<file path="src/hw/rtl/occupancy_grid_placer_defines.svh">
// Assertion macros used by the occupancy grid placer controller.
`ifndef OCCUPANCY_GRID_PLACER_DEFINES_SVH
`define OCCUPANCY_GRID_PLACER_DEFINES_SVH
`ifndef SYNTHESIS
// Same-cycle implication, sampled on clk, off during reset.
`define OGP_ASSERT_IMPL(lbl, ante, cons) \
    lbl: assert property (@(posedge clk) disable iff (!rst_n) (ante) |-> (cons)) \
        else $error("occupancy grid placer check failed");
// Next-cycle implication, sampled on clk, off during reset.
`define OGP_ASSERT_NEXT(lbl, ante, cons) \
    lbl: assert property (@(posedge clk) disable iff (!rst_n) (ante) |=> (cons)) \
        else $error("occupancy grid placer check failed");
`else
`define OGP_ASSERT_IMPL(lbl, ante, cons)
`define OGP_ASSERT_NEXT(lbl, ante, cons)
`endif
`endif

</file>
<file path="src/hw/rtl/ogp_pkg.sv">
// Shared constants, types and helper functions of the occupancy grid placer.
`timescale 1ns / 1ps
package ogp_pkg;

    localparam int GRID_DIM  = 64;
    localparam int ROW_W     = $clog2(GRID_DIM);
    localparam int RAD_W     = ROW_W + 1;
    localparam int CELL_LOG2 = 3;
    localparam int CELL_SIZE = 1 << CELL_LOG2;
    localparam int PIX_W     = 11;
    localparam int COORD_W   = 13;

    typedef logic signed [COORD_W-1:0] coord_t;
    typedef logic [GRID_DIM-1:0]       row_t;

    localparam coord_t GRID_C = coord_t'(GRID_DIM);
    localparam coord_t ZERO_C = coord_t'(0);
    localparam coord_t ONE_C  = coord_t'(1);

    typedef enum logic [2:0] {
        CMD_CLEAR  = 3'd0,
        CMD_MARK   = 3'd1,
        CMD_UNMARK = 3'd2,
        CMD_TEST   = 3'd3,
        CMD_FIND   = 3'd4
    } cmd_t;

    typedef enum logic [1:0] {
        RES_OK,
        RES_FAIL,
        RES_FOUND
    } res_t;

    typedef enum logic [3:0] {
        ST_IDLE,
        ST_DISPATCH,
        ST_MARK_START,
        ST_MARK_WR,
        ST_SPAN_START,
        ST_SPAN_CHK,
        ST_RING_INIT,
        ST_SIDE_START,
        ST_CAND,
        ST_ITER_NEXT,
        ST_NEXT_SIDE,
        ST_DONE
    } state_t;

    typedef struct packed {
        logic load_in;
        logic clear_grid;
        logic span_inplace;
        logic span_mark;
        logic rd_first;
        logic rd_next;
        logic write_row;
        logic ring_init;
        logic side_start;
        logic load_cand;
        logic iter_step;
        logic next_side;
        logic load_result;
        res_t res_sel;
    } ctl_t;

    typedef struct packed {
        cmd_t cmd;
        logic bounds_ok;
        logic rows_empty;
        logic row_hit;
        logic last_row;
        logic side_ok;
        logic iter_last;
        logic side_last;
        logic rad_last;
        logic out_busy;
    } sts_t;

    // Signed divide by the cell size, truncating toward zero.
    function automatic coord_t cell_div(input coord_t v);
        coord_t adj;
        adj = v[COORD_W-1] ? v + coord_t'(CELL_SIZE - 1) : v;
        return adj >>> CELL_LOG2;
    endfunction

    // Framed grid: border rows full, other rows only their first and last cells.
    function automatic row_t reset_row(input logic [ROW_W-1:0] r);
        row_t v;
        v = '0;
        v[0] = 1'b1;
        v[GRID_DIM-1] = 1'b1;
        if (r == '0 || r == ROW_W'(GRID_DIM - 1))
        begin
            v = '1;
        end
        return v;
    endfunction

endpackage

</file>
<file path="src/hw/rtl/ogp_ctrl.sv">
// Controller state machine sequencing commands, span checks and the ring search.
`timescale 1ns / 1ps
`include "occupancy_grid_placer_defines.svh"
module ogp_ctrl
    import ogp_pkg::*;
(
    input  logic clk,
    input  logic rst_n,
    input  logic in_valid,
    output logic in_ready,
    output ctl_t ctl,
    input  sts_t sts
);

    state_t state_reg, state_next;
    res_t   res_reg, res_next;
    logic   ring_reg, ring_next;
    logic   mark_state;

    always_ff @(posedge clk or negedge rst_n)
    begin
        if (!rst_n)
        begin
            state_reg <= ST_IDLE;
            res_reg   <= RES_FAIL;
            ring_reg  <= 1'b0;
        end
        else
        begin
            state_reg <= state_next;
            res_reg   <= res_next;
            ring_reg  <= ring_next;
        end
    end

    always_comb
    begin
        state_next  = state_reg;
        res_next    = res_reg;
        ring_next   = ring_reg;
        ctl         = '0;
        ctl.res_sel = res_reg;
        in_ready    = 1'b0;
        unique case (state_reg) inside
            ST_IDLE:
            begin
                in_ready = 1'b1;
                if (in_valid)
                begin
                    ctl.load_in = 1'b1;
                    ring_next   = 1'b0;
                    state_next  = ST_DISPATCH;
                end
            end
            ST_DISPATCH:
            begin
                unique case (sts.cmd) inside
                    CMD_CLEAR:
                    begin
                        ctl.clear_grid = 1'b1;
                        res_next       = RES_OK;
                        state_next     = ST_DONE;
                    end
                    CMD_MARK, CMD_UNMARK:
                    begin
                        ctl.span_mark = 1'b1;
                        state_next    = ST_MARK_START;
                    end
                    CMD_TEST, CMD_FIND:
                    begin
                        ctl.span_inplace = 1'b1;
                        state_next       = ST_SPAN_START;
                    end
                    default:
                    begin
                        res_next   = RES_FAIL;
                        state_next = ST_DONE;
                    end
                endcase
            end
            ST_MARK_START:
            begin
                if (sts.rows_empty)
                begin
                    res_next   = RES_OK;
                    state_next = ST_DONE;
                end
                else
                begin
                    ctl.rd_first = 1'b1;
                    state_next   = ST_MARK_WR;
                end
            end
            ST_MARK_WR:
            begin
                // write this row back while the next one is read
                ctl.write_row = 1'b1;
                if (sts.last_row)
                begin
                    res_next   = RES_OK;
                    state_next = ST_DONE;
                end
                else
                begin
                    ctl.rd_next = 1'b1;
                end
            end
            ST_SPAN_START, ST_SPAN_CHK:
            begin
                if ((state_reg == ST_SPAN_START && !sts.bounds_ok) ||
                    (state_reg == ST_SPAN_CHK && sts.row_hit))
                begin
                    if (sts.cmd == CMD_TEST)
                    begin
                        res_next   = RES_FAIL;
                        state_next = ST_DONE;
                    end
                    else if (!ring_reg)
                    begin
                        ring_next  = 1'b1;
                        state_next = ST_RING_INIT;
                    end
                    else
                    begin
                        state_next = ST_ITER_NEXT;
                    end
                end
                else if ((state_reg == ST_SPAN_START && sts.rows_empty) ||
                         (state_reg == ST_SPAN_CHK && sts.last_row))
                begin
                    res_next   = (sts.cmd == CMD_FIND) ? RES_FOUND : RES_OK;
                    state_next = ST_DONE;
                end
                else if (state_reg == ST_SPAN_START)
                begin
                    ctl.rd_first = 1'b1;
                    state_next   = ST_SPAN_CHK;
                end
                else
                begin
                    ctl.rd_next = 1'b1;
                end
            end
            ST_RING_INIT:
            begin
                ctl.ring_init = 1'b1;
                state_next    = ST_SIDE_START;
            end
            ST_SIDE_START:
            begin
                if (sts.side_ok)
                begin
                    ctl.side_start = 1'b1;
                    state_next     = ST_CAND;
                end
                else
                begin
                    state_next = ST_NEXT_SIDE;
                end
            end
            ST_CAND:
            begin
                ctl.load_cand = 1'b1;
                state_next    = ST_SPAN_START;
            end
            ST_ITER_NEXT:
            begin
                if (sts.iter_last)
                begin
                    state_next = ST_NEXT_SIDE;
                end
                else
                begin
                    ctl.iter_step = 1'b1;
                    state_next    = ST_CAND;
                end
            end
            ST_NEXT_SIDE:
            begin
                if (sts.side_last && sts.rad_last)
                begin
                    res_next   = RES_FAIL;
                    state_next = ST_DONE;
                end
                else
                begin
                    ctl.next_side = 1'b1;
                    state_next    = ST_SIDE_START;
                end
            end
            ST_DONE:
            begin
                if (!sts.out_busy)
                begin
                    ctl.load_result = 1'b1;
                    state_next      = ST_IDLE;
                end
            end
            default:
            begin
                state_next = ST_IDLE;
            end
        endcase
    end

    assign mark_state = (state_reg == ST_MARK_START) || (state_reg == ST_MARK_WR);

    `OGP_ASSERT_NEXT(a_accept_dispatch, in_valid && in_ready, state_reg == ST_DISPATCH)
    `OGP_ASSERT_IMPL(a_no_overwrite, ctl.load_result, !sts.out_busy)
    `OGP_ASSERT_IMPL(a_write_after_read, state_reg == ST_MARK_WR, $past(mark_state))

endmodule

</file>
<file path="config.mk">
export PLATFORM = sky130hd
export DESIGN_NAME = ogp_ctrl
export DESIGN_NICKNAME = d
export VERILOG_FILES = /design/src/hw/rtl/ogp_pkg.sv /design/src/hw/rtl/ogp_ctrl.sv
export VERILOG_INCLUDE_DIRS = /design/src /design/src/hw/rtl
export SDC_FILE = /design/constraint.sdc
export NUM_CORES = 1
export LEC_CHECK = 0
export BUFFER_PORTS_ARGS = -buffer_cell sky130_fd_sc_hd__buf_2
export CORE_MARGIN = 1
export CORE_UTILIZATION = 44
export DETAILED_ROUTE_END_ITERATION = 10
export PLACE_DENSITY = 0.87
export SKIP_CTS_REPAIR_TIMING = 1
export SLEW_MARGIN = 15
export SYNTH_ARGS = -nofsm -noshare
export SYNTH_HDL_FRONTEND = slang
export SYNTH_SLANG_ARGS = --single-unit
</file>
<file path="constraint.sdc">
create_clock -name clk -period 1.81 [get_ports clk]
set_input_delay 0.181 -clock clk [delete_from_list [all_inputs] [get_ports clk]]
set_output_delay 0.181 -clock clk [all_outputs]
set_load 0.03 [all_outputs]
</file>
==> results of run 1 <==
-- cells in the mapped netlist (all sizes together), types with 3 or more instances --
master / instances / area [um2]
a21oi: 6 / 33.8
a31oi: 3 / 18.8
and2: 3 / 18.8
buf: 5 / 33.8
clkbuf: 3 / 11.3
dfrtp: 6 / 150
inv: 5 / 18.8
mux2: 3 / 41.3
nand2: 8 / 32.5
nand2b: 3 / 18.8
nor2: 11 / 41.3
nor2b: 4 / 25.0
nor3: 7 / 35.0
nor3b: 5 / 58.8
o21ai: 9 / 45.0
-- through the flow --
stage | setup TNS, ns | util, % | std cells | instance area [um2]
after floorplan | -0.00989 | - | 112 | 890
after CTS | -0.337 | 64.8 | 175 | 1150
after global routing | -0.911 | 80.5 | 192 | 1440
final | -0.519 | 80.5 | 192 | 1440
after detailed placement | 0 | 63.3 | 171 | 1130
after global placement | 0 | 63.3 | 171 | 1130
-- cell usage in the layout, fill, tap and decap left out, types with 4 or more instances in the layout --
master    instances
buf_6            11
nor2_1           10
buf_4            22
inv_1             5
nor3_1            5
buf_2            19
o21ai_0           4
clkbuf_4          5
nand2_1           7
dfrtp_1           4
a21oi_1           5
o21ai_1           5
-- worst min-delay path, delay by kind of cell --
kind                   cells  cell delay, ns
AND/OR/NAND/NOR            1            0.06
AO/OA/AOI/OAI              1            0.06
buffers and inverters      1            0.12
-- final cells by class --
class | instances | area share, %
inverter | 5 | 1.31
clock buffer | 4 | 1.83
sequential | 7 | 12.5
multi-input combinational | 92 | 47.8
tap | 25 | 2.18
timing repair buffer | 59 | 34.4
-- worst min path at each step --
| stage | to | start | cells after the start |
|---|---|---|---|
| CTS | ring_reg$_DFFE_PN0P_ | rst_n | 1 |
| global route | state_reg[3]$_DFFE_PN0P_ | sts[0] | 3 |
| global placement | ring_reg$_DFFE_PN0P_ | rst_n | 1 |
| floorplan | res_reg[1]$_DFFE_PN0P_ | rst_n | 0 |
| finish | state_reg[3]$_DFFE_PN0P_ | sts[0] | 3 |
| detailed placement | ring_reg$_DFFE_PN0P_ | rst_n | 1 |
-- cells by family (layout without fill, tap and decap cells) --
family,Yosys count,after routing
compound gates,35,35
simple gates,52,52
xor+xnor,2,2
mux,3,3
buf+inv,13,68
flops,7,7
-- power by group through the flow --
| stage | clock [mW] | combinational (mW) | sequential, mW |
|---|---|---|---|
| global placement | 0 | 1.43 | 0.284 |
| finish | 0.150 | 1.95 | 0.312 |
| floorplan | 0 | 1.03 | 0.302 |
| global route | 0.162 | 2.04 | 0.314 |
| detailed placement | 0 | 1.46 | 0.294 |
| CTS | 0.155 | 1.46 | 0.293 |
-- per-layer routing --
layer	wire length, um	share of wire [%]	vias up	global-route usage, %
li1	-	-	526	-
met1	1400	41	552	33.1
met2	1670	49	74	45.4
met3	264	7.7	10	8.24
met4	90	2.6	0	11.8
met5	0	0	-	0
==> results.yml, run 1 <==
status:
  outcome: "finished, violations left"
  violations: "setup timing"
global_route:
  antenna_found_initial: 0
  grt_max_degree: 22
  grt_pass1_vias: 907
  grt_pass1_wl_um: 4070
  track_usage_pct: 27.6
  grt_overflow: 0
critical_path:
  cp-end-kind: "primary output"
  cp-start-kind: "flip-flop"
  ff2ff_path_depth: 6
  cp-startpoint: "state_reg[3]$_DFFE_PN0P_"
  path_cells: "buf_12 > nor3b_4 > nor3b_4 > a32oi_1 > nor2_1 > buf_4"
  worstPathArrival_ns: 1.75
  cpMostUsedCell: "nor3b_4"
  cp.required_ns: 1.63
  worstPathMaxFanout: 7
  cpMaxStageDelayCell: "dfrtp_2"
  worstSetupPathType: "flip-flop to primary output"
  rr_endpoint: "res_reg[1]$_DFFE_PN0P_"
  r2r_start: "state_reg[3]$_DFFE_PN0P_"
  critPathTopFamily: "simple AND/OR/NAND/NOR gates"
  endpoint: "ctl[10]"
  crit_buf_inv: 2
  cp_slowest_stage_delay_ns: 0.43
  r2r_slack_ns: -0.11
  worst-path-stages: 6
sta:
  min_period_ns: 1.93
  drv_slew: 0
  setup_viol: 7
  slew_headroom_pct: 76.7
  hold_slack_ns: 0.207
  skew_ns: 0.00326
  rsz0062_at_grt: "true"
  fin_crit_sh_pct: 107
  fin_ws_ns: -0.124
  worstMarginPinSlew_ns: 0.348
  fmax_mhz: 517
  timing_hold_violations_final: 0
place:
  dp_hpwl_um: 2110
  place.gp.congestion: 0.937
  io_buffer_count: 30
  place_ws_ns: 0.0213
route:
  vias: 1162
  drcViolationCount: 0
  wire_per_inst_um: 17.8
  drtIter0Drc: 40
  viasPerCell: 6.05
  drt-total-wl_um: 3420
  dr.pass1.iters: 5
  detail-route-antenna-nets: 0
layout:
  seqCellArea_um2: 179
  fin_nets: 183
  fillers: 114
  largest_reg_flops: 4
  drive_gt1_share_pct: 49.7
  multi_input_area_um2: 686
  area_growth_pct: 67.7
  num_antenna_cells: 0
clocking:
  cts.sinks: 7
  cts-buffers-inserted: 3
  cts_tree: "yes"
  h-tree-depth: 1
  ctsLongestPathBuffers: 2
  clk_latency_ns: 0.26
  root_buffer: "clkbuf_4"
  clkTransAtPathRegs_ns: 0.05
synthesis:
  synth.distinct_cells: 46
  synth_top_family_by_area: "simple AND/OR/NAND/NOR gates"
  synth-simple-area-share_pct: 37.1
  synthArstFlopShare_pct: 100
  ys_ff_latch: 7
  synth_xor_area_share_pct: 2.05
  avgSynthCellArea_um2: 7.64
  yosys_warnings: 0
  syn-cell-area_um2: 856
  synth-edff-count: 0
  synthCells: 112
  synth_compound_area_share_pct: 27.9
  synthMuxAreaShare_pct: 4.82
  synthesis.nets: 127
  synthFlopType: "dfrtp_1"
  seq_area_frac_synth_pct: 20.6
  synth_fa_ha_area_share_pct: 0
pwr:
  switching_power_mw: 1.16
  pwr-share-seq_pct: 12.9
  comb_power_share_pct: 80.8
  clock_power_share_pct: 6.2
  vdd_drop_max_uv: 1070
  p_int_mw: 1.25
  leakage_nw: 0.663
  swShare_pct: 48.1
  p_per_area_mw_per_mm2: 1680
  total_power_mw: 2.41
flow_run:
  cap_violations: 0
die:
  initial_core_util_pct: 48.0
  die_area_mm2: 0.00213
  pin_count: 31
  rows: 15
  die_h_um: 46.1
  die_x_um: 46.1
  coreArea_mm2: 0.00178
min_path:
  hold_path_class: "input pin to flip-flop"
No activity file was read; power rests on OpenSTA's default activity.
==> run 2, diff against run 1 <==
- CAP_MARGIN: default -> 20
- PLACE_DENSITY: 0.87 -> 0.75
==> run 2 against run 1 <==
Against the previous run: routed wire length is 1.1% lower; count of clock-buffer cells in the layout stayed put; sequential power is 6.4% lower; design area is 10% lower; critical path type unchanged; critical path depth stayed put; critical endpoint unchanged; the flow still finishes with violations (setup timing); die area stayed put; sequential share of layout area is 1.4 points higher.
==> results.yml, run 2 (synthesized netlist as in run 1, its figures left out) <==
sta:
  skew_ns: 0.0162
  setup_viol: 7
  timing_hold_violations_final: 0
  slew_headroom_pct: 71.8
  min_period_ns: 1.93
  fin_ws_ns: -0.119
  drv_slew: 0
  fin_crit_sh_pct: 107
  worstMarginPinSlew_ns: 0.422
  rsz0062_at_grt: "true"
  fmax_mhz: 518
critical_path:
  worstPathMaxFanout: 5
  worstPathArrival_ns: 1.75
  r2r_slack_ns: -0.09
  path_cells: "buf_6 > nor3b_4 > nor3b_4 > a32oi_1 > nor2_1 > buf_4"
  cp-start-kind: "flip-flop"
  cpMostUsedCell: "nor3b_4"
  critPathTopFamily: "simple AND/OR/NAND/NOR gates"
  cp_slowest_stage_delay_ns: 0.41
  cp.required_ns: 1.63
  crit_buf_inv: 2
  worstSetupPathType: "flip-flop to primary output"
  cpMaxStageDelayCell: "dfrtp_1"
  cp-end-kind: "primary output"
pwr:
  p_per_area_mw_per_mm2: 1720
  total_power_mw: 2.21
  leakage_nw: 0.601
  vdd_drop_max_uv: 1030
clocking:
  cts-buffers-inserted: 3
  root_buffer: "clkbuf_4"
  cts_tree: "yes"
  clk_latency_ns: 0.27
  cts.sinks: 7
  clkTransAtPathRegs_ns: 0.05
  ctsLongestPathBuffers: 2
  h-tree-depth: 1
layout:
  largest_reg_flops: 4
  final_cell_area_mm2: 0.00128
  fin_nets: 174
  fin_util_pct: 72.1
  layout_common_cells: "24 x buf_2, 18 x buf_4, 11 x nor2_1, 7 x nand2_1"
  area_growth_pct: 50.1
  num_antenna_cells: 0
  drive_gt1_share_pct: 44.9
  layout_commonest_cell: "buf_2"
global_route:
  track_usage_pct: 27.2
  grt_use_met2_pct: 42.8
  grt_pass1_wl_um: 4080
  use_met3_pct: 5.88
  grt_overflow: 0
  busiest_layer: "met2"
  grt_pass1_vias: 875
  grt_util_met1_pct: 37.7
  antenna_found_initial: 0
  grt_max_degree: 18
die:
  rows: 15
  initial_core_util_pct: 48.0
  pin_count: 31
  die_h_um: 46.1
  coreArea_mm2: 0.00178
  die_area_mm2: 0.00213
  die_x_um: 46.1
route:
  dr.pass1.iters: 5
  drtIter0Drc: 67
  drcViolationCount: 0
  detail-route-antenna-nets: 0
  wire_per_inst_um: 18.5
  drt-total-wl_um: 3390
  vias: 1124
  viasPerCell: 6.14
status:
  outcome: "finished, violations left"
  violations: "setup timing"
place:
  place_ws_ns: 0.0143
  place.gp.congestion: 0.946
  postPlaceCellArea_mm2: 0.00110
  dp_hpwl_um: 2050
  io_buffer_count: 30
flow_run:
  cap_violations: 0
min_path:
  hold_path_class: "input pin to flip-flop"
==> run 2: changes by cell type in the layout (fill, tap and decap cells not counted), sizes merged <==
cell	before	now
clkbuf	7	5
buf	55	48
==> run 2: per-stage QoR <==
stage          hold slack (ns)  TNS [ns]  std cells
6_report                 0.200    -0.372        183
5_1_grt                  0.196    -0.912        183
4_1_cts                 -0.256    -0.194        173
3_5_place_dp            0.0299         0        169
3_3_place_gp            0.0237         0        169
2_1_floorplan           -0.115  -0.00989        112
==> run 2: report_power, final <==
part / leakage (nW) / switching, mW / internal, mW
registers: 0.0845 / 0.0564 / 0.236
clock network: 0.0150 / 0.0758 / 0.0851
logic: 0.502 / 0.985 / 0.768
total: 0.601 / 1.12 / 1.09
==> run 2: final timing paths <==
kind / start / to / depth (start not counted)
setup / recovery: state_reg[3]$_DFFE_PN0P_ / ctl[10] / 6
hold / removal: sts[0] / state_reg[3]$_DFFE_PN0P_ / 3
setup reg to reg: state_reg[3]$_DFFE_PN0P_ / res_reg[1]$_DFFE_PN0P_ / 8
hold reg to reg: res_reg[1]$_DFFE_PN0P_ / res_reg[1]$_DFFE_PN0P_ / 1
max in group asynchronous: rst_n / res_reg[0]$_DFFE_PN1P_ / 2
min in group asynchronous: rst_n / res_reg[1]$_DFFE_PN0P_ / 2
==> run 2: worst reg2reg max path, cell delays in order, from the launching register on <==
cell and delay, ns:
dfrtp_1 0.41, buf_6 0.15, nor3b_4 0.26, buf_4 0.16, buf_4 0.12, o21a_1 0.19, o21ai_2 0.10, nand3_2 0.12
mux2_4 0.31
==> run 2: routing by layer <==
layer	share of wire (%)	up-vias	wire length [um]
li1	-	506	-
met1	38	527	1300
met2	50	74	1680
met3	9.0	17	305
met4	3.0	0	103
met5	0	-	0
==> run 2: area by class of cell <==
| type | instances | area [um2] |
|---|---|---|
| Clock buffer | 4 | 26.3 |
| Tap cell | 25 | 31.3 |
| Inverter | 5 | 18.8 |
| Timing Repair Buffer | 50 | 347 |
| Sequential cell | 7 | 178 |
| Multi-Input combinational cell | 92 | 684 |
| Fill cell | 125 | 498 |
==> run 3, diff against run 2 <==
- ABC_AREA: default -> 1
- CORE_UTILIZATION: 44 -> 43
==> run 3 against run 2 <==
Against the previous run: the flow now finishes without violations; critical path depth rose by 2; fmax rose by 6.6%; routed wire length fell by 24%; count of clock-buffer cells in the layout did not move; flip-flop and latch count did not move; design area fell by 12%; combinational power fell by 19%; sequential power rose by 26%; worst hold slack improved by 0.031 ns; final cell count rose by 15%; clock power fell by 6%; largest cell class unchanged; largest power group unchanged.
==> results.yml, run 3 <==
status:
  outcome: "finished clean"
place:
  dp_hpwl_um: 1940
  place.gp.congestion: 0.959
  dp.cells: 197
  place_ws_ns: 0.160
  postPlaceCellArea_um2: 963
  io_buffer_count: 30
synthesis:
  ys_ff_latch: 7
  yosys_warnings: 0
  synth.most_common_cell: "nand2_1"
  synth.distinct_cells: 20
  synthTopCellsByCount: "46 x nand2_1, 19 x nor2_1, 18 x nand3_1"
  synthArstFlopShare_pct: 100
  synth_top_area_share_pct: 21.9
  seq_area_frac_synth_pct: 22.4
  syn-cell-area_um2: 787
  yosysTopAreaCell: "nand2_1"
  avgSynthCellArea_um2: 5.50
  synth_area_leaders: "nand2_1 22%, dfrtp_1 19%, nand3_1 11%"
  synthesis.nets: 158
  synthFlopType: "dfrtp_1"
  synth-edff-count: 0
  synthCells: 143
route:
  detail-route-antenna-nets: 0
  drtIter0Drc: 53
  drt-total-wl_um: 2570
  viasPerCell: 5.12
  vias: 1075
  dr.pass1.iters: 5
  wire_per_inst_um: 12.3
  drcViolationCount: 0
sta:
  hold_slack_ns: 0.231
  tns_ns: 0
  fin_crit_sh_pct: 100
  worstMarginPinSlew_ns: 0.304
  skew_ns: 0.00656
  min_period_ns: 1.81
  fmax_mhz: 553
  slew_headroom_pct: 79.5
  fin_ws_ns: 0.000628
  setup_viol: 0
  drv_slew: 0
  timing_hold_violations_final: 0
layout:
  largest_reg_flops: 4
  fin_nets: 201
  final_cells: 210
  layout_common_cells: "45 x nand2_1, 29 x buf_2, 18 x nor2_1, 16 x inv_1, 14 x nand3_1"
  fin_util_pct: 65.2
  area_growth_pct: 43.1
  layout_commonest_cell: "nand2_1"
  final_cell_area_mm2: 0.00113
  num_antenna_cells: 0
  drive_gt1_share_pct: 37.8
critical_path:
  crit_buf_inv: 2
  cpMostUsedCell: "nand2_1"
  worstPathArrival_ns: 1.63
  worstPathMaxFanout: 7
  cp-start-kind: "flip-flop"
  cp_slowest_stage_delay_ns: 0.39
  path_cells: "inv_2 > nor2_4 > nand3_2 > nand2_2 > nor2_2 > nand2_1 > nand2_1 > buf_2"
  cp-end-kind: "primary output"
  cp.required_ns: 1.63
  cpMaxStageDelayCell: "dfrtp_1"
  worstSetupPathType: "flip-flop to primary output"
  critPathTopFamily: "simple AND/OR/NAND/NOR gates"
global_route:
  track_usage_pct: 25.4
  grt_pass1_wl_um: 3750
  antenna_found_initial: 0
  grt_max_degree: 9
  grt_overflow: 0
  grt_pass1_vias: 899
clocking:
  cts_tree: "yes"
  clk_latency_ns: 0.26
  cts-buffers-inserted: 3
  cts.sinks: 7
  root_buffer: "clkbuf_4"
  ctsLongestPathBuffers: 2
  h-tree-depth: 1
  clkTransAtPathRegs_ns: 0.06
die:
  die_area_mm2: 0.00201
  pin_count: 31
  die_h_um: 44.8
  initial_core_util_pct: 45.6
  rows: 15
  die_x_um: 44.8
  coreArea_mm2: 0.00173
flow_run:
  cap_violations: 0
pwr:
  leakage_nw: 0.674
  total_power_mw: 1.93
  vdd_drop_max_uv: 624
  p_per_area_mw_per_mm2: 1720
min_path:
  hold_path_class: "input pin to flip-flop"
==> run 3: cells by family after synthesis <==
family | after synthesis | synth area share [%]
AND/OR/NAND/NOR | 106 | 61.7
buffers and inverters | 24 | 11.6
flip-flops | 7 | 22.4
AO/OA/AOI/OAI | 6 | 4.29
==> run 3: final timing paths <==
path | endpoint | from | slack, ns | cells after the start
max reg2reg | state_reg[0]$_DFFE_PN0P_ | state_reg[2]$_DFFE_PN0P_ | 0.23 | 10
max in group asynchronous | res_reg[0]$_DFFE_PN1P_ | rst_n | 1.30 | 2
min | state_reg[3]$_DFFE_PN0P_ | sts[0] | 0.23 | 3
min reg2reg | res_reg[1]$_DFFE_PN0P_ | res_reg[1]$_DFFE_PN0P_ | 0.47 | 2
max | ctl[9] | state_reg[2]$_DFFE_PN0P_ | 0.0006 | 8
min in group asynchronous | state_reg[1]$_DFFE_PN0P_ | rst_n | 0.27 | 2
==> run 3: layout make-up <==
| cell class | count | area (um2) |
|---|---|---|
| clock buffer | 4 | 26.3 |
| fill | 175 | 601 |
| inverter | 23 | 86.3 |
| multi-input combinational | 112 | 579 |
| sequential | 7 | 180 |
| tap | 25 | 31.3 |
| timing repair buffer | 39 | 223 |
==> run 3: metal layers <==
metal / global-route usage [%] / routed length [um] / share of wire (%)
met1: 32.1 / 1110 / 43
met2: 42.9 / 1290 / 50
met3: 2.80 / 136 / 5.3
met4: 12.1 / 33 / 1.3
met5: 0 / 0 / 0
==> run 3: worst reg2reg max path, cell delays in order, from the launching register on <==
cell      delay (ns)
dfrtp_1         0.39
inv_2           0.08
nor2_4          0.27
nand3_4         0.14
nand2_4         0.09
buf_4           0.12
nand2_1         0.09
nand2_1         0.08
nand3b_1        0.08
nand2_1         0.07
nand2_1         0.05
==> run 3: report_power, final <==
part           switching (mW)  leakage (nW)  internal, mW
Clock                  0.0674        0.0150        0.0848
Combinational           0.937         0.576         0.475
Sequential              0.119        0.0828         0.249
Total                    1.12         0.674         0.809
